--- src/sv/qsst_pkg.sv ---
`timescale 1ns / 1ps
// ----------------------------------------------------------------------------
// Sun tracker package
// Widths, reset values, register indexes and shared types of the quad sensor
// sun tracker.
// ----------------------------------------------------------------------------
package qsst_pkg;

  // Default width of one light reading.
  localparam int LIGHT_BITS_DEF = 16;

  // Field widths.
  localparam int ANGLE_W    = 12;
  localparam int STEP_W     = 4;
  localparam int TICK_W     = 8;
  localparam int LIMIT_W    = 11;
  localparam int MIN_SUM_W  = 18;
  localparam int WINDOW_W   = 8;
  localparam int CFG_IDX_W  = 3;
  localparam int CFG_DATA_W = 18;

  // Angle saturation bounds, one bit wider than the angle.
  localparam logic signed [ANGLE_W:0] ANGLE_SAT_MAX = 13'sd2047;
  localparam logic signed [ANGLE_W:0] ANGLE_SAT_MIN = -13'sd2048;

  // Tick counter saturation value.
  localparam logic [TICK_W-1:0] TICK_MAX = 8'd255;

  // Reset values of the axis state.
  localparam logic signed [ANGLE_W-1:0] ANGLE_RESET = 12'sd900;
  localparam logic [STEP_W-1:0]         STEP_RESET  = 4'd10;

  // Reset values of the configuration registers.
  localparam logic [MIN_SUM_W-1:0] MIN_LIGHT_SUM_RESET   = 18'd100;
  localparam logic [LIMIT_W-1:0]   TILT_LOW_LIMIT_RESET  = 11'd300;
  localparam logic [LIMIT_W-1:0]   TILT_HIGH_LIMIT_RESET = 11'd1500;
  localparam logic [LIMIT_W-1:0]   PAN_LOW_LIMIT_RESET   = 11'd0;
  localparam logic [LIMIT_W-1:0]   PAN_HIGH_LIMIT_RESET  = 11'd1800;
  localparam logic [WINDOW_W-1:0]  REV_WINDOW_RESET      = 8'd20;
  localparam logic [STEP_W-1:0]    STEP_DEC_RESET        = 4'd2;
  localparam logic [STEP_W-1:0]    FULL_STEP_RESET       = 4'd10;

  // Configuration register indexes.
  typedef enum logic [CFG_IDX_W-1:0] {
    REG_MIN_LIGHT_SUM   = 3'd0,
    REG_TILT_LOW_LIMIT  = 3'd1,
    REG_TILT_HIGH_LIMIT = 3'd2,
    REG_PAN_LOW_LIMIT   = 3'd3,
    REG_PAN_HIGH_LIMIT  = 3'd4,
    REG_REV_WINDOW      = 3'd5,
    REG_STEP_DEC        = 3'd6,
    REG_FULL_STEP       = 3'd7
  } cfg_reg_e;

  // Full register set.
  typedef struct packed {
    logic [MIN_SUM_W-1:0] min_light_sum;
    logic [LIMIT_W-1:0]   tilt_low_limit;
    logic [LIMIT_W-1:0]   tilt_high_limit;
    logic [LIMIT_W-1:0]   pan_low_limit;
    logic [LIMIT_W-1:0]   pan_high_limit;
    logic [WINDOW_W-1:0]  reversal_window;
    logic [STEP_W-1:0]    step_decrement;
    logic [STEP_W-1:0]    full_step;
  } cfg_t;

  // Settings seen by one axis.
  typedef struct packed {
    logic [LIMIT_W-1:0]  low_limit;
    logic [LIMIT_W-1:0]  high_limit;
    logic [WINDOW_W-1:0] reversal_window;
    logic [STEP_W-1:0]   step_decrement;
    logic [STEP_W-1:0]   full_step;
  } axis_cfg_t;

endpackage

--- src/sv/qsst_if.sv ---
`timescale 1ns / 1ps
// ----------------------------------------------------------------------------
// Sun tracker channels
// Valid/ready channels for light readings, tracker results and register
// writes.
// ----------------------------------------------------------------------------

// Four quadrant light readings per transaction.
interface qsst_in_if #(
  parameter int LIGHT_BITS = qsst_pkg::LIGHT_BITS_DEF
);
  logic                  valid;
  logic                  ready;
  logic [LIGHT_BITS-1:0] light_top_right;
  logic [LIGHT_BITS-1:0] light_top_left;
  logic [LIGHT_BITS-1:0] light_bottom_left;
  logic [LIGHT_BITS-1:0] light_bottom_right;

  modport source (output valid, light_top_right, light_top_left,
                  light_bottom_left, light_bottom_right, input ready);
  modport sink   (input valid, light_top_right, light_top_left,
                  light_bottom_left, light_bottom_right, output ready);
endinterface

// Angles and steps after one tick.
interface qsst_out_if;
  logic                                 valid;
  logic                                 ready;
  logic signed [qsst_pkg::ANGLE_W-1:0]  pan_angle_out;
  logic signed [qsst_pkg::ANGLE_W-1:0]  tilt_angle_out;
  logic        [qsst_pkg::STEP_W-1:0]   pan_step_out;
  logic        [qsst_pkg::STEP_W-1:0]   tilt_step_out;

  modport source (output valid, pan_angle_out, tilt_angle_out, pan_step_out,
                  tilt_step_out, input ready);
  modport sink   (input valid, pan_angle_out, tilt_angle_out, pan_step_out,
                  tilt_step_out, output ready);
endinterface

// Register write channel.
interface qsst_cfg_if;
  logic                                valid;
  logic                                ready;
  logic [qsst_pkg::CFG_IDX_W-1:0]      index;
  logic [qsst_pkg::CFG_DATA_W-1:0]     data;

  modport source (output valid, index, data, input ready);
  modport sink   (input valid, index, data, output ready);
endinterface

--- src/sv/qsst_cfg.sv ---
`timescale 1ns / 1ps
// ----------------------------------------------------------------------------
// Sun tracker register file
// Holds the eight configuration registers, written through the register
// write channel.
// ----------------------------------------------------------------------------
module qsst_cfg (
  input  logic           clk_i,
  input  logic           rst_ni,
  qsst_cfg_if.sink       cfg_i,
  output qsst_pkg::cfg_t regs_o
);
  import qsst_pkg::*;

  cfg_t regs_q;
  logic wr_en;

  // Writes are always taken.
  assign cfg_i.ready = 1'b1;
  assign wr_en       = cfg_i.valid;

  // Register writes, truncated to each register's width.
  always_ff @(posedge clk_i or negedge rst_ni) begin
    if (!rst_ni) begin
      regs_q.min_light_sum   <= MIN_LIGHT_SUM_RESET;
      regs_q.tilt_low_limit  <= TILT_LOW_LIMIT_RESET;
      regs_q.tilt_high_limit <= TILT_HIGH_LIMIT_RESET;
      regs_q.pan_low_limit   <= PAN_LOW_LIMIT_RESET;
      regs_q.pan_high_limit  <= PAN_HIGH_LIMIT_RESET;
      regs_q.reversal_window <= REV_WINDOW_RESET;
      regs_q.step_decrement  <= STEP_DEC_RESET;
      regs_q.full_step       <= FULL_STEP_RESET;
    end else if (wr_en) begin
      unique case (cfg_reg_e'(cfg_i.index))
        REG_MIN_LIGHT_SUM:   regs_q.min_light_sum   <= cfg_i.data[MIN_SUM_W-1:0];
        REG_TILT_LOW_LIMIT:  regs_q.tilt_low_limit  <= cfg_i.data[LIMIT_W-1:0];
        REG_TILT_HIGH_LIMIT: regs_q.tilt_high_limit <= cfg_i.data[LIMIT_W-1:0];
        REG_PAN_LOW_LIMIT:   regs_q.pan_low_limit   <= cfg_i.data[LIMIT_W-1:0];
        REG_PAN_HIGH_LIMIT:  regs_q.pan_high_limit  <= cfg_i.data[LIMIT_W-1:0];
        REG_REV_WINDOW:      regs_q.reversal_window <= cfg_i.data[WINDOW_W-1:0];
        REG_STEP_DEC:        regs_q.step_decrement  <= cfg_i.data[STEP_W-1:0];
        REG_FULL_STEP:       regs_q.full_step       <= cfg_i.data[STEP_W-1:0];
        default:             regs_q                 <= regs_q;
      endcase
    end
  end

  assign regs_o = regs_q;

endmodule

--- src/sv/qsst_axis.sv ---
`timescale 1ns / 1ps
// ----------------------------------------------------------------------------
// Sun tracker axis
// State and one-tick update of one servo axis: deadband test, limit check,
// step restore and shrink on quick reversal, saturating angle update.
// ----------------------------------------------------------------------------
module qsst_axis #(
  parameter int   LIGHT_BITS    = qsst_pkg::LIGHT_BITS_DEF,
  parameter bit   POS_UP        = 1'b1,
  parameter bit   LAST_UP_RESET = 1'b0
) (
  input  logic                                clk_i,
  input  logic                                rst_ni,
  input  logic                                en_i,
  input  logic                                gate_i,
  input  logic signed [LIGHT_BITS+2:0]        diff_i,
  input  logic        [LIGHT_BITS+1:0]        sum_i,
  input  qsst_pkg::axis_cfg_t                 cfg_i,
  output logic signed [qsst_pkg::ANGLE_W-1:0] angle_d_o,
  output logic        [qsst_pkg::STEP_W-1:0]  step_d_o
);
  import qsst_pkg::*;

  // Product width: difference times twenty plus sign room.
  localparam int DW = LIGHT_BITS + 3;
  localparam int PW = DW + 5;

  logic signed [ANGLE_W-1:0] angle_q, angle_d;
  logic        [STEP_W-1:0]  step_q, step_d;
  logic        [TICK_W-1:0]  ticks_q, ticks_d;
  logic                      last_up_q, last_up_d;

  logic signed [PW-1:0]      diff_ext, sum_s, diff_x5, diff_x20;
  logic                      big_diff, pos_side, neg_side;
  logic signed [ANGLE_W:0]   angle_ext, low_ext, high_ext, angle_sum;
  logic                      up_ok, dn_ok, pos_ok, neg_ok;
  logic [STEP_W-1:0]         step_base, step_shrunk, step_mv;
  logic [TICK_W-1:0]         ticks_base, ticks_mv;
  logic                      move, flag, up, reversal;
  logic signed [ANGLE_W-1:0] angle_sat;

  // Scaled difference and light sum for the deadband and restore tests.
  always_comb begin
    diff_ext = PW'(diff_i);
    sum_s    = $signed({{(PW-LIGHT_BITS-2){1'b0}}, sum_i});
    diff_x5  = (diff_ext <<< 2) + diff_ext;
    diff_x20 = (diff_ext <<< 4) + (diff_ext <<< 2);
    big_diff = (diff_x5 > sum_s) || (diff_x5 < -sum_s);
    pos_side = diff_x20 >= sum_s;
    neg_side = diff_x20 <= -sum_s;
  end

  // Limit checks on the current angle.
  always_comb begin
    angle_ext = {angle_q[ANGLE_W-1], angle_q};
    low_ext   = $signed({2'b00, cfg_i.low_limit});
    high_ext  = $signed({2'b00, cfg_i.high_limit});
    up_ok     = angle_ext < high_ext;
    dn_ok     = angle_ext > low_ext;
    pos_ok    = pos_side && (POS_UP ? up_ok : dn_ok);
    neg_ok    = neg_side && (POS_UP ? dn_ok : up_ok);
  end

  // Step restore, move decision and reversal handling.
  always_comb begin
    step_base = big_diff ? cfg_i.full_step : step_q;
    move      = en_i && gate_i && (step_base != '0) && (pos_ok || neg_ok);
    flag      = pos_ok;
    up        = pos_ok ? POS_UP : !POS_UP;
    reversal  = last_up_q != flag;

    if ((ticks_q < cfg_i.reversal_window) && (step_base != '0)) begin
      step_shrunk = (step_base > cfg_i.step_decrement) ?
                    (step_base - cfg_i.step_decrement) : '0;
    end else begin
      step_shrunk = step_base;
    end
    step_mv    = reversal ? step_shrunk : step_base;
    ticks_base = reversal ? '0 : ticks_q;
    ticks_mv   = (ticks_base < TICK_MAX) ? (ticks_base + 1'b1) : ticks_base;
  end

  // Saturating angle update.
  always_comb begin
    angle_sum = up ? (angle_ext + $signed({1'b0, {(ANGLE_W-STEP_W){1'b0}}, step_mv}))
                   : (angle_ext - $signed({1'b0, {(ANGLE_W-STEP_W){1'b0}}, step_mv}));
    if (angle_sum > ANGLE_SAT_MAX) begin
      angle_sat = ANGLE_SAT_MAX[ANGLE_W-1:0];
    end else if (angle_sum < ANGLE_SAT_MIN) begin
      angle_sat = ANGLE_SAT_MIN[ANGLE_W-1:0];
    end else begin
      angle_sat = angle_sum[ANGLE_W-1:0];
    end
  end

  // Next state.
  always_comb begin
    angle_d   = angle_q;
    step_d    = step_q;
    ticks_d   = ticks_q;
    last_up_d = last_up_q;
    if (en_i) begin
      step_d = step_base;
    end
    if (move) begin
      angle_d   = angle_sat;
      step_d    = step_mv;
      ticks_d   = ticks_mv;
      last_up_d = flag;
    end
  end

  // Axis state registers.
  always_ff @(posedge clk_i or negedge rst_ni) begin
    if (!rst_ni) begin
      angle_q   <= ANGLE_RESET;
      step_q    <= STEP_RESET;
      ticks_q   <= '0;
      last_up_q <= LAST_UP_RESET;
    end else begin
      angle_q   <= angle_d;
      step_q    <= step_d;
      ticks_q   <= ticks_d;
      last_up_q <= last_up_d;
    end
  end

  assign angle_d_o = angle_d;
  assign step_d_o  = step_d;

  // The state only changes on a tick.
  a_hold_idle: assert property (@(posedge clk_i) disable iff (!rst_ni)
    !en_i |=> (angle_q == $past(angle_q)) && (step_q == $past(step_q)))
    else $error("axis state changed without a tick");

  // A move always leaves a nonzero tick count.
  a_move_ticks: assert property (@(posedge clk_i) disable iff (!rst_ni)
    move |=> ticks_q != '0)
    else $error("tick count zero after a move");

  // Without a move the angle and tick count hold.
  a_no_move: assert property (@(posedge clk_i) disable iff (!rst_ni)
    !move |=> (ticks_q == $past(ticks_q)) && (angle_q == $past(angle_q)))
    else $error("axis moved without a move decision");

endmodule

--- src/sv/quad_sensor_sun_tracker_step.sv ---
`timescale 1ns / 1ps
// ----------------------------------------------------------------------------
// Quad sensor sun tracker step
// Two-axis tracker: each tick of four quadrant light readings moves the pan
// and tilt servo angles toward the brighter side and reports angles and steps.
// ----------------------------------------------------------------------------
//  Channel  Dir  Handshake     Payload
//  in_i     in   valid/ready   four light readings, LIGHT_BITS each
//  out_o    out  valid/ready   pan/tilt angle (12b signed), pan/tilt step (4b)
//  cfg_i    in   valid/ready   register index (3b), write data (18b)
//
//  One tick per cycle sustained while the result side is ready; an accepted
//  transaction moves from the input register into the result register when
//  the result register is empty or draining, and its result is valid there.
//  Axis state is updated in the same cycle that the result register loads.
//  A stalled result holds the input register, and input ready drops only
//  when both registers are full. Reset sets valid flags, axis state and
//  settings but not data registers; register writes are accepted every cycle.
// ----------------------------------------------------------------------------
module quad_sensor_sun_tracker_step #(
  parameter int LIGHT_BITS = qsst_pkg::LIGHT_BITS_DEF
) (
  input  logic       clk_i,
  input  logic       rst_ni,
  qsst_in_if.sink    in_i,
  qsst_out_if.source out_o,
  qsst_cfg_if.sink   cfg_i
);
  import qsst_pkg::*;

  localparam int SW = LIGHT_BITS + 2;
  localparam int CW = (SW > MIN_SUM_W) ? SW : MIN_SUM_W;

  cfg_t      regs;
  axis_cfg_t tilt_cfg, pan_cfg;

  // Input register.
  logic                  s1_valid_q;
  logic [LIGHT_BITS-1:0] tr_q, tl_q, bl_q, br_q;

  // Result register.
  logic                      out_valid_q;
  logic signed [ANGLE_W-1:0] pan_angle_q, tilt_angle_q;
  logic        [STEP_W-1:0]  pan_step_q, tilt_step_q;

  logic                      in_fire, s1_fire;
  logic        [SW-1:0]      sum;
  logic signed [SW:0]        tb_diff, rl_diff;
  logic                      light_ok;
  logic signed [ANGLE_W-1:0] pan_angle_d, tilt_angle_d;
  logic        [STEP_W-1:0]  pan_step_d, tilt_step_d;

  qsst_cfg u_cfg (
    .clk_i  (clk_i),
    .rst_ni (rst_ni),
    .cfg_i  (cfg_i),
    .regs_o (regs)
  );

  // Per-axis settings.
  always_comb begin
    tilt_cfg.low_limit       = regs.tilt_low_limit;
    tilt_cfg.high_limit      = regs.tilt_high_limit;
    tilt_cfg.reversal_window = regs.reversal_window;
    tilt_cfg.step_decrement  = regs.step_decrement;
    tilt_cfg.full_step       = regs.full_step;
    pan_cfg.low_limit        = regs.pan_low_limit;
    pan_cfg.high_limit       = regs.pan_high_limit;
    pan_cfg.reversal_window  = regs.reversal_window;
    pan_cfg.step_decrement   = regs.step_decrement;
    pan_cfg.full_step        = regs.full_step;
  end

  // Handshake: the input register moves on whenever the result register
  // is empty or being drained.
  assign s1_fire    = s1_valid_q && (!out_valid_q || out_o.ready);
  assign in_i.ready = !s1_valid_q || s1_fire;
  assign in_fire    = in_i.valid && in_i.ready;

  always_ff @(posedge clk_i or negedge rst_ni) begin
    if (!rst_ni) begin
      s1_valid_q <= 1'b0;
    end else if (in_i.ready) begin
      s1_valid_q <= in_i.valid;
    end
  end

  always_ff @(posedge clk_i) begin
    if (in_fire) begin
      tr_q <= in_i.light_top_right;
      tl_q <= in_i.light_top_left;
      bl_q <= in_i.light_bottom_left;
      br_q <= in_i.light_bottom_right;
    end
  end

  // Quadrant sums and differences.
  always_comb begin
    sum      = SW'(tr_q) + SW'(tl_q) + SW'(bl_q) + SW'(br_q);
    tb_diff  = $signed({1'b0, SW'(tr_q) + SW'(tl_q)})
             - $signed({1'b0, SW'(bl_q) + SW'(br_q)});
    rl_diff  = $signed({1'b0, SW'(tr_q) + SW'(br_q)})
             - $signed({1'b0, SW'(bl_q) + SW'(tl_q)});
    light_ok = CW'(sum) >= CW'(regs.min_light_sum);
  end

  // Tilt: a brighter top lowers the angle.
  qsst_axis #(
    .LIGHT_BITS    (LIGHT_BITS),
    .POS_UP        (1'b0),
    .LAST_UP_RESET (1'b1)
  ) u_tilt (
    .clk_i     (clk_i),
    .rst_ni    (rst_ni),
    .en_i      (s1_fire),
    .gate_i    (light_ok),
    .diff_i    (tb_diff),
    .sum_i     (sum),
    .cfg_i     (tilt_cfg),
    .angle_d_o (tilt_angle_d),
    .step_d_o  (tilt_step_d)
  );

  // Pan: a brighter right raises the angle.
  qsst_axis #(
    .LIGHT_BITS    (LIGHT_BITS),
    .POS_UP        (1'b1),
    .LAST_UP_RESET (1'b0)
  ) u_pan (
    .clk_i     (clk_i),
    .rst_ni    (rst_ni),
    .en_i      (s1_fire),
    .gate_i    (1'b1),
    .diff_i    (rl_diff),
    .sum_i     (sum),
    .cfg_i     (pan_cfg),
    .angle_d_o (pan_angle_d),
    .step_d_o  (pan_step_d)
  );

  // Result register.
  always_ff @(posedge clk_i or negedge rst_ni) begin
    if (!rst_ni) begin
      out_valid_q <= 1'b0;
    end else if (s1_fire) begin
      out_valid_q <= 1'b1;
    end else if (out_o.ready) begin
      out_valid_q <= 1'b0;
    end
  end

  always_ff @(posedge clk_i) begin
    if (s1_fire) begin
      pan_angle_q  <= pan_angle_d;
      tilt_angle_q <= tilt_angle_d;
      pan_step_q   <= pan_step_d;
      tilt_step_q  <= tilt_step_d;
    end
  end

  assign out_o.valid          = out_valid_q;
  assign out_o.pan_angle_out  = pan_angle_q;
  assign out_o.tilt_angle_out = tilt_angle_q;
  assign out_o.pan_step_out   = pan_step_q;
  assign out_o.tilt_step_out  = tilt_step_q;

  // An empty input register always takes a new transaction.
  a_ready_empty: assert property (@(posedge clk_i) disable iff (!rst_ni)
    !s1_valid_q |-> in_i.ready)
    else $error("input stalled with an empty input register");

  // An accepted transaction sits in the input register next cycle.
  a_accept_load: assert property (@(posedge clk_i) disable iff (!rst_ni)
    in_fire |=> s1_valid_q)
    else $error("accepted transaction lost");

  // A result appears only after the input register handed one over.
  a_result_src: assert property (@(posedge clk_i) disable iff (!rst_ni)
    $rose(out_valid_q) |-> $past(s1_valid_q))
    else $error("result without a source transaction");

endmodule

--- src/flat_wrapper.sv ---
// flat-port wrapper written by rule: the top's interface ports become plain ports
module quad_sensor_sun_tracker_step_flat import qsst_pkg::*;
#(
  parameter int LIGHT_BITS = qsst_pkg::LIGHT_BITS_DEF
)
  (clk_i, rst_ni, in_i_valid, in_i_light_top_right, in_i_light_top_left, in_i_light_bottom_left, in_i_light_bottom_right, in_i_ready, out_o_valid, out_o_pan_angle_out, out_o_tilt_angle_out, out_o_pan_step_out, out_o_tilt_step_out, out_o_ready, cfg_i_valid, cfg_i_index, cfg_i_data, cfg_i_ready);
  qsst_in_if #(.LIGHT_BITS(LIGHT_BITS)) in_i_i ();
  qsst_out_if out_o_i ();
  qsst_cfg_if cfg_i_i ();
  input  logic clk_i;
  input  logic rst_ni;
  input wire logic [$bits(in_i_i.valid)-1:0] in_i_valid;
  input wire logic [$bits(in_i_i.light_top_right)-1:0] in_i_light_top_right;
  input wire logic [$bits(in_i_i.light_top_left)-1:0] in_i_light_top_left;
  input wire logic [$bits(in_i_i.light_bottom_left)-1:0] in_i_light_bottom_left;
  input wire logic [$bits(in_i_i.light_bottom_right)-1:0] in_i_light_bottom_right;
  output wire logic [$bits(in_i_i.ready)-1:0] in_i_ready;
  output wire logic [$bits(out_o_i.valid)-1:0] out_o_valid;
  output wire logic [$bits(out_o_i.pan_angle_out)-1:0] out_o_pan_angle_out;
  output wire logic [$bits(out_o_i.tilt_angle_out)-1:0] out_o_tilt_angle_out;
  output wire logic [$bits(out_o_i.pan_step_out)-1:0] out_o_pan_step_out;
  output wire logic [$bits(out_o_i.tilt_step_out)-1:0] out_o_tilt_step_out;
  input wire logic [$bits(out_o_i.ready)-1:0] out_o_ready;
  input wire logic [$bits(cfg_i_i.valid)-1:0] cfg_i_valid;
  input wire logic [$bits(cfg_i_i.index)-1:0] cfg_i_index;
  input wire logic [$bits(cfg_i_i.data)-1:0] cfg_i_data;
  output wire logic [$bits(cfg_i_i.ready)-1:0] cfg_i_ready;
  assign in_i_i.valid = in_i_valid;
  assign in_i_i.light_top_right = in_i_light_top_right;
  assign in_i_i.light_top_left = in_i_light_top_left;
  assign in_i_i.light_bottom_left = in_i_light_bottom_left;
  assign in_i_i.light_bottom_right = in_i_light_bottom_right;
  assign in_i_ready = in_i_i.ready;
  assign out_o_valid = out_o_i.valid;
  assign out_o_pan_angle_out = out_o_i.pan_angle_out;
  assign out_o_tilt_angle_out = out_o_i.tilt_angle_out;
  assign out_o_pan_step_out = out_o_i.pan_step_out;
  assign out_o_tilt_step_out = out_o_i.tilt_step_out;
  assign out_o_i.ready = out_o_ready;
  assign cfg_i_i.valid = cfg_i_valid;
  assign cfg_i_i.index = cfg_i_index;
  assign cfg_i_i.data = cfg_i_data;
  assign cfg_i_ready = cfg_i_i.ready;
  quad_sensor_sun_tracker_step #(.LIGHT_BITS(LIGHT_BITS)) u_core (.clk_i(clk_i), .rst_ni(rst_ni), .in_i(in_i_i), .out_o(out_o_i), .cfg_i(cfg_i_i));
endmodule
--- config.mk ---
export PLATFORM = sky130hd
export DESIGN_NAME = quad_sensor_sun_tracker_step_flat
export DESIGN_NICKNAME = d
export VERILOG_FILES = /design/src/sv/qsst_pkg.sv /design/src/sv/qsst_if.sv /design/src/sv/qsst_cfg.sv /design/src/sv/qsst_axis.sv /design/src/sv/quad_sensor_sun_tracker_step.sv /design/src/flat_wrapper.sv
export SDC_FILE = /design/constraint.sdc
export NUM_CORES = 1
export LEC_CHECK = 0
export BUFFER_PORTS_ARGS = -buffer_cell sky130_fd_sc_hd__buf_2
export CAP_MARGIN = 20
export CORE_MARGIN = 5
export CORE_UTILIZATION = 34
export CTS_CLUSTER_SIZE = 12
export DETAILED_ROUTE_END_ITERATION = 8
export SLEW_MARGIN = 20
export SYNTH_ARGS = -nofsm -noshare
export SYNTH_HDL_FRONTEND = slang
export SYNTH_HIERARCHICAL = 1
export SYNTH_SLANG_ARGS = --single-unit
--- constraint.sdc ---
create_clock -name clk_i -period 16.3 [get_ports clk_i]
set_input_delay 1.63 -clock clk_i [delete_from_list [all_inputs] [get_ports clk_i]]
set_output_delay 1.63 -clock clk_i [all_outputs]
set_load 0.02 [all_outputs]
=== Word-level counts from Yosys, hierarchy flattened ===
Cells that the tools add are included.

* Reduce and logical (&&, ||, !) cells: 33
* Magnitude comparators: 23
* Add/sub/neg operators: 21
* Multiplexer cells: 27
* Eq/ne operators: 9

{| class="wikitable"
|+ Operators with widths
! cell !! number
|-
| $mux W12 || 6
|-
| $add A16 B16 Y17 || 4
|-
| $add A23 B21 Y24 || 2
|-
| $ge A24 B19 Y1 || 2
|-
| $le A24 B24 Y1 || 2
|-
| $lt A22 B24 Y1 || 2
|-
| $mux W4 || 12
|-
| $add A21 B19 Y22 || 2
|-
| $gt A22 B19 Y1 || 2
|-
| $add A18 B16 Y18 || 2
|-
| $sub A17 B17 Y18 || 2
|-
| $mux W8 || 4
|-
| $add A12 B5 Y13 || 2
|-
| $gt A13 B12 Y1 const B || 2
|-
| $lt A13 B12 Y1 const B || 2
|-
| $mux W13 || 2
|-
| $sub A12 B5 Y13 || 2
|-
| $gt A12 B12 Y1 || 2
|-
| $lt A12 B12 Y1 || 2
|-
| $neg A18 Y24 || 1
|-
| $ge A18 B18 Y1 || 1
|-
| $add A8 B1 Y8 const B || 2
|-
| $lt A8 B8 Y1 || 2
|-
| $lt A8 B8 Y1 const B || 2
|-
| other kinds (14) || 49
|}

* Register bits: 226
* Output and inout bits: 35
* Input port bits: 90
* Word-level logic and storage cells: 139

=== Logic depth before layout (Yosys ltp) ===
Gate-level depths: netlist (run 1).

* Word-level depth: 17
* Depth in mapped cells: 64
* Mapped depth without buffers: 62

=== Modules after synthesis ===
Netlist (run 1), hierarchy kept.

{| class="wikitable"
|+ By module, submodules not included
! module !! instances !! area each (um2) !! sequential area each (um2) !! cells an instance
|-
| quad_sensor_sun_tracker_step || 1 || 7896.3 || 2932.8 || 689
|-
| qsst_axis at u_core.u_pan || 1 || 5992.0 || 633.1 || 763
|-
| qsst_axis at u_core.u_tilt || 1 || 5990.7 || 634.4 || 762
|-
| qsst_cfg || 1 || 3052.9 || 1980.6 || 173
|}

=== Worst setup path before layout (run 1) ===
OpenSTA, ideal clock, no wires.

* Path type: register -> register
* From: register u_core.tr_q[0]
* To: register u_core.tilt_angle_q[2], in the netlist u_core/out_o.tilt_angle_out[2] (data pin)
* Data arrival time: 11.955 ns
* Cell stages (with the launch flop): 64
* Data required time: 16.026 ns
* Library setup time: 0.274 ns
* Slack: 4.070 ns
* Period minus slack after synthesis: 12.230 ns
* Path buffers: 2
* Cell sequence: edfxtp_1 -> ha_1 -> inv_1 -> fa_1 -> nor2b_1 -> o21ai_1 -> a21boi_1 -> o311a_1 -> o21a_1 -> nor2_1 -> xnor2_1 -> fa_1 -> ha_1 -> a21oi_1 -> inv_1 -> a31oi_1 -> maj3_2 -> o22ai_1 -> [28 not listed] -> a2111oi_0 -> o31a_1 -> o22a_1 -> or2_2 -> ha_1 -> a21boi_0 -> o21ai_0 -> nand2b_1 -> a21o_1 -> nand2_1 -> a21oi_1 -> o41ai_1 -> xor2_1 -> or3_1 -> buf_4 -> buf_6 -> a31oi_1 -> o31ai_1

* Elaborated cells on any way between the ends: 36
* Those cells by class: add/sub (10); order compare (8); eq/ne (1); mux (8); reduce/logical (9)

{| class="wikitable"
|+ RTL lines
! element !! RTL line !! RTL
|-
| from (decl) || quad_sensor_sun_tracker_step.sv:39 || <nowiki>logic [LIGHT_BITS-1:0] tr_q, tl_q, bl_q, br_q;</nowiki>
|-
| from (signal assigned) || quad_sensor_sun_tracker_step.sv:90 || <nowiki>tr_q <= in_i.light_top_right;</nowiki>
|-
| $add A16 B16 Y17 (*) || quad_sensor_sun_tracker_step.sv:100 || <nowiki>tb_diff = $signed({1'b0, SW'(tr_q) + SW'(tl_q)})</nowiki>
|-
| $sub A17 B17 Y18 (*) || quad_sensor_sun_tracker_step.sv:101 || <nowiki>- $signed({1'b0, SW'(bl_q) + SW'(br_q)});</nowiki>
|-
| net u_core.tb_diff[14] || quad_sensor_sun_tracker_step.sv:48 || <nowiki>logic signed [SW:0] tb_diff, rl_diff;</nowiki>
|-
| $add A21 B19 Y22 || qsst_axis.sv:46 || <nowiki>diff_x5 = (diff_ext <<< 2) + diff_ext;</nowiki>
|-
| $lt A22 B24 Y1 / $gt A22 B19 Y1 (equally long branches) || qsst_axis.sv:48 || <nowiki>big_diff = (diff_x5 > sum_s) || (diff_x5 < -sum_s);</nowiki>
|-
| $logic_or A1 B1 Y1 || qsst_axis.sv:48 ||
|-
| $mux W4 || qsst_axis.sv:66 || <nowiki>step_base = big_diff ? cfg_i.full_step : step_q;</nowiki>
|-
| $sub A4 B4 Y4, or another cell as far along || qsst_axis.sv:74 || <nowiki>(step_base - cfg_i.step_decrement) : '0;</nowiki>
|-
| [2 not listed] || n/a ||
|-
| $mux W4 || qsst_axis.sv:78 || <nowiki>step_mv = reversal ? step_shrunk : step_base;</nowiki>
|-
| $add A12 B5 Y13 / $sub A12 B5 Y13 (equally long branches) || qsst_axis.sv:85, qsst_axis.sv:86 ||
|-
| $mux W13 || qsst_axis.sv:85 || <nowiki>angle_sum = up ? (angle_ext + $signed({1'b0, {(ANGLE_W-STEP_W){1'b0}}, step_mv}))</nowiki>
|-
| $lt A13 B12 Y1 || qsst_axis.sv:89 || <nowiki>end else if (angle_sum < ANGLE_SAT_MIN) begin</nowiki>
|-
| $mux W12 || qsst_axis.sv:89 ||
|-
| $mux W12 || qsst_axis.sv:87 || <nowiki>if (angle_sum > ANGLE_SAT_MAX) begin</nowiki>
|-
| $mux W12 (*) || qsst_axis.sv:105 || <nowiki>if (move) begin</nowiki>
|-
| net u_core.tilt_angle_d[2] || quad_sensor_sun_tracker_step.sv:50 || <nowiki>logic signed [ANGLE_W-1:0] pan_angle_d, tilt_angle_d;</nowiki>
|-
| to (signal assigned) || quad_sensor_sun_tracker_step.sv:155 || <nowiki>tilt_angle_q <= tilt_angle_d;</nowiki>
|-
| to (decl) || quad_sensor_sun_tracker_step.sv:43 || <nowiki>logic signed [ANGLE_W-1:0] pan_angle_q, tilt_angle_q;</nowiki>
|}

Mark *: on every way through the listed nets, which the timed path passes. The rest lies on a longest branch.
A chain may end at the register's enable or synchronous reset.

=== Final worst setup path (run 1) ===
* From: register u_core.tr_q[0]
* To: register u_core.tilt_angle_q[8], in the netlist u_core/out_o.tilt_angle_out[8] (data pin)

Same word-level chain as after synthesis.

==> out/qor.yml, run 1 <==
status: "finished clean"
hold_class: "reg2reg"
cts-resized-gates: 0
drc: 0
cts_setup_buffers: 0
critPathRequiredTime_ns: 16.57
grt_max_degree: 75
dp.final_hpwl_um: 49480
synth-async-reset-ratio_pct: 57.52
cts_hold_buffers: 0
path_buf_inv: 5
synth_mux_area_share_pct: 4.976
ff_latch_area_um2: 6181
ys.flop_type: "edfxtp_1"
tightest_slew_ns: 1.142
wire_per_inst_um: 17.93
rsz0062_at_grt: "false"
min_period_ns: 14.53
grt_usage_pct: 16.28
drive_gt1_share_pct: 14.45
final_common_cell: "ha_1"
criticalPathCategory: "reg2reg"
min_from: "u_core/s1_valid_q"
cpPeakStageDelay_ns: 0.60
start_kind: "flop"
layout_common_cells: "ha_1 (366), inv_1 (266), a21oi_1 (144), nor2_1 (130), buf_2 (122)"
syn_avg_cell_area_um2: 9.607
yosys_warnings: 6
multi_input_area_um2: 15590
hold_viol: 0
diodes: 0
r2r_end: "u_core/out_o.tilt_angle_out[8]"
synth_top_family_by_area: "adder cells"
die_x_um: 269.7
synth_area_leader_cell: "ha_1"
path_max_fanout: 14
detail_route.vias_per_cell: 5.392
synthTopCellsByArea: "ha_1 (20%), edfxtp_1 (13%), dfrtp_1 (10%)"
n_fill_cell: 6745
cts.sinks: 226
die_area_um2: 72740
netlist.area_leader.share_pct: 19.97
grt_pass1_vias: 18740
start_util_pct: 34.21
io-pin-count: 125
cp-end-kind: "flop"
synthCells: 2387
htree_levels: 1
drtPass1Iterations: 5
finalSetupTns_ns: 0
ant_nets: 0
synthAdderAreaFrac_pct: 26.40
numCtsBuffers: 26
max-cap-violations: 0
arrival_ns: 14.80
finClkSkew_ns: 0.01176
critPathSlowestCell: "or3_1"
synth-compound-area-share_pct: 18.16
cts_tree: "yes"
synthSimpleGateAreaFrac_pct: 13.24
core_area_um2: 67040
worstHoldPathCells: 1
synth_edf_count: 96
reg2regPathDepth: 60
drtIter0Drc: 1116
overflow: 0
gp_congestion: 0.9247
worstSkewPairLatency_ns: 0.57
cp_top_family: "compound AO/OA/AOI/OAI gates"
fin_crit_sh_pct: 89.12
ys_ff_latch: 226
finalSetupViolations: 0
dr_total_vias: 18440
finalNetCount: 3055
synth.yosys.seq_area_share_pct: 26.95
clk_path_buf_depth: 3
slew_viol_final: 0
grt_antenna_before_repair: 0
whs_endpoint: "u_core/out_o.valid"
drt-total-wl_um: 61330
synth.cell_area_um2: 22930
grt_pass1_wl_um: 98730
io_buffers: 123
clk_pin_slew_ns: 0.06
cp_common_cell: "ha_1"
fp.dieH_um: 269.7
max_freq_mhz: 68.84
worstReg2RegStart: "u_core/tr_q[0]"
slew_headroom_pct: 23.35
cts_root_buf: "clkbuf_16"
reg2reg_setup_slack_ns: 1.77
area_growth_pct: 11.00
synth-xor-area-share_pct: 5.118
yosysUniqueCellTypes: 113
fp-row-count: 95
flip-flops by register name (all words and copies together) (netlist names):
register / cells
u_core/bl_q: 16
u_core/br_q: 16
u_core/out_o.pan_angle_out: 12
u_core/out_o.pan_step_out: 4
u_core/out_o.tilt_angle_out: 12
u_core/out_o.tilt_step_out: 4
u_core/out_o.valid: 1
u_core/s1_valid_q: 1
u_core/tl_q: 16
u_core/tr_q: 16
u_core/u_cfg/regs_o: 78
u_core/u_pan/angle_q: 12
u_core/u_pan/last_up_q: 1
u_core/u_pan/step_q: 4
u_core/u_pan/ticks_q: 8
u_core/u_tilt/angle_q: 12
u_core/u_tilt/last_up_q: 1
u_core/u_tilt/step_q: 4
u_core/u_tilt/ticks_q: 8
worst register-to-register path: cells and delay by family, from the launching register on:
family | cells | cell delay (ns)
buf+inv | 5 | 0.45
simple gates | 14 | 3.18
fa+ha+maj | 11 | 3.41
flops | 1 | 0.38
xor+xnor | 3 | 0.68
compound gates | 25 | 5.47
mux | 2 | 0.65
worst max-delay path by stage:
stage / from / endpoint / slack (ns) / cells past startpoint
4_1_cts: u_core/tr_q[0] / u_core/out_o.tilt_angle_out[6] / 1.91 / 60
5_1_grt: u_core/tr_q[0] / u_core/out_o.tilt_angle_out[3] / 0.68 / 61
6_report: u_core/tr_q[0] / u_core/out_o.tilt_angle_out[8] / 1.77 / 60
3_3_place_gp: u_core/tr_q[0] / u_core/out_o.tilt_angle_out[7] / 2.45 / 61
2_1_floorplan: u_core/tr_q[0] / u_core/out_o.tilt_angle_out[2] / 4.07 / 63
3_5_place_dp: u_core/tr_q[0] / u_core/out_o.tilt_angle_out[8] / 1.93 / 60
cells by family (layout without fill, tap and decap cells):
kind of cell,Yosys count,after routing
muxes,99,99
buffers and inverters,297,456
and+or+nand+nor,575,575
DFF,226,226
xor gates and xnor gates,134,134
AOI/OAI and AO/OA,613,613
other,2,3
adders and majority gates,441,441
per-stage QoR:
| step | util (%) | setup WS [ns] | hold WS, ns | area (um^2) | cells |
|---|---|---|---|---|---|
| floorplan | - | 4.070 | 0.4490 | 22940 | 2388 |
| CTS | 37.96 | 1.913 | 0.4879 | 25450 | 3420 |
| global route | 37.97 | 0.6810 | 0.5212 | 25450 | 3420 |
| finish | 37.97 | 1.773 | 0.4794 | 25450 | 3420 |
| detailed placement | 36.72 | 1.934 | 0.4777 | 24610 | 3372 |
| global placement | 36.72 | 2.445 | 0.4732 | 24610 | 3372 |
Yosys cell counts (all sizes together), types with 10 or more instances:
library cell  number
ha               366
inv              267
a21oi            146
nor2             130
o21ai            124
nand2            110
edfxtp            96
dfrtp             94
mux2              90
xnor2             87
a21o              81
fa                72
nor3              61
nand3             53
xor2              47
a31oi             40
nand4             39
dfstp             36
nand2b            30
nor2b             30
o21a              25
and3              23
a211oi            21
o211ai            21
buf               20
o31ai             19
and2              18
nor4              18
or3               16
and4              11
o21bai            11
or2               11
a21boi            10
clkbuf            10
o22a              10
cell type report:
class | instances | share of cell area (%)
clock buffers | 42 | 3.102
well taps | 873 | 4.291
clock inverters | 6 | 0.1819
flip-flops and latches | 226 | 24.28
inverters | 267 | 3.937
repair buffers | 141 | 2.974
multi-input cells | 1865 | 61.23
layer usage:
| layer | vias up | global-route usage (%) | routed length (um) |
|---|---|---|---|
| met3 | 95 | 1.814 | 2374 |
| met2 | 402 | 28.35 | 29270 |
| met1 | 8910 | 21.46 | 28060 |
| li1 | 9033 | - | - |
| met4 | 0 | 4.606 | 1624 |
| met5 | - | 0 | 0 |
Power of run 1 is left out: the tool's default activity adds up to more than one toggle a clock period on the data nets, which glitch-free logic cannot reach.
==> inputs of run 2 (changes only) <==
CELL_PAD_IN_SITES_DETAIL_PLACEMENT = 1   (was unset)
CELL_PAD_IN_SITES_GLOBAL_PLACEMENT = 1   (was unset)
PLACE_DENSITY = 0.68   (was unset)
==> out/qor.yml, run 2 (synthesis results as in run 1) <==
status: "finished clean"
drtPass1Iterations: 5
drive_gt1_share_pct: 14.67
drt-met1-wl_um: 30770
cp_common_cell: "ha_1"
grt_antenna_before_repair: 1
die_x_um: 269.7
top_layer: "met4"
cts.sinks: 226
cpPeakStageDelay_ns: 0.61
clk_path_buf_depth: 3
die_area_um2: 72740
fin_crit_sh_pct: 89.23
numCtsBuffers: 28
min_period_ns: 14.54
arrival_ns: 14.85
io-pin-count: 125
cts_hold_buffers: 0
max_freq_mhz: 68.75
clk_pin_slew_ns: 0.06
area_growth_pct: 11.51
detail_route.vias_per_cell: 5.424
grt_pass1_wl_um: 110600
slew_viol_final: 0
dr_total_vias: 18560
tightest_slew_ns: 1.189
cp-end-kind: "flop"
fp-row-count: 95
drt-total-wl_um: 68730
io_buffers: 123
core_area_um2: 67040
htree_levels: 1
max-cap-violations: 0
drc: 0
cts_setup_buffers: 0
cts_tree: "yes"
cts_root_buf: "clkbuf_16"
criticalPathCategory: "reg2reg"
dp.final_hpwl_um: 55990
start_kind: "flop"
drtIter0Drc: 885
wire_per_inst_um: 20.08
grt_pass1_vias: 20360
ant_nets: 0
slew_headroom_pct: 20.47
cts-resized-gates: 0
hold_viol: 0
rsz0062_at_grt: "false"
finalSetupTns_ns: 0
critPathSlowestCell: "or3_1"
hold_class: "reg2reg"
finClkSkew_ns: 0.02324
path_max_fanout: 14
diodes: 0
fp.dieH_um: 269.7
finalSetupViolations: 0
layout_common_cells: "ha_1 (366), inv_1 (266), a21oi_1 (144), nor2_1 (130), buf_2 (122)"
worstSkewPairLatency_ns: 0.59
start_util_pct: 34.21
largest_reg_flops: 78
dr_wl_met3_um: 1715
gp_congestion: 0.9004
overflow: 0
dr_wl_met2_um: 35130
final_common_cell: "ha_1"
grt_max_degree: 70
critPathRequiredTime_ns: 16.60
grt_usage_pct: 18.39
finalNetCount: 3055
run 2: cell types whose count changed in the layout (fill, tap and decap cells not counted), moves of 2 or more:
cell	change
buf_4	-3
clkinv_2	+3
xnor2_1	-3
xnor2_2	+3
bufinv_16	+2
clkbuf_1	-2
run 2: final timing paths:
path / from / to / slack (ns) / depth (start not counted)
min in group asynchronous: rst_ni / u_core/u_tilt/angle_q[1] / 1.07 / 1
max reg2reg: u_core/tr_q[0] / u_core/out_o.tilt_angle_out[3] / 1.76 / 61
max: u_core/tr_q[0] / u_core/out_o.tilt_angle_out[3] / 1.76 / 61
min: u_core/s1_valid_q / u_core/out_o.valid / 0.50 / 1
max in group asynchronous: rst_ni / u_core/out_o.valid / 13.89 / 2
min reg2reg: u_core/s1_valid_q / u_core/out_o.valid / 0.50 / 1
run 2: metrics by stage:
stage | setup slack, ns | cells | area, um^2 | hold slack [ns] | utilization [%]
after global placement | 2.481 | 3369 | 24590 | 0.4712 | 36.69
after floorplan | 4.070 | 2388 | 22940 | 0.4490 | -
after CTS | 1.770 | 3421 | 25560 | 0.5042 | 38.12
after global routing | 0.5523 | 3422 | 25570 | 0.5219 | 38.14
final | 1.756 | 3422 | 25570 | 0.4993 | 38.14
after detailed placement | 1.841 | 3369 | 24610 | 0.4901 | 36.71
run 2: area by class of cell:
type	instances	area (um^2)
fillers	7780	41470
well taps	873	1092
flip-flops and latches	226	6181
inverters	267	1002
repair buffers	139	742.0
clock inverters	13	153.9
clock buffers	39	792.0
multi-input cells	1865	15610
run 2: per-layer routing:
layer / up-vias / GRT usage, %
li1: 9019 / -
met1: 9242 / 23.10
met2: 236 / 34.46
met3: 63 / 1.867
met4: 0 / 3.319
met5: - / 0
run 2: worst max-delay path: cells and delay by family (launching register included):
family	cells	cell delay [ns]
AND/OR/NAND/NOR	15	3.42
XOR/XNOR	3	0.59
adder cells (fa/ha/maj)	11	3.36
buffers and inverters	6	0.56
multiplexers	2	0.63
AO/OA/AOI/OAI	24	5.31
flip-flops	1	0.39
Power of run 2 is left out for the same reason.
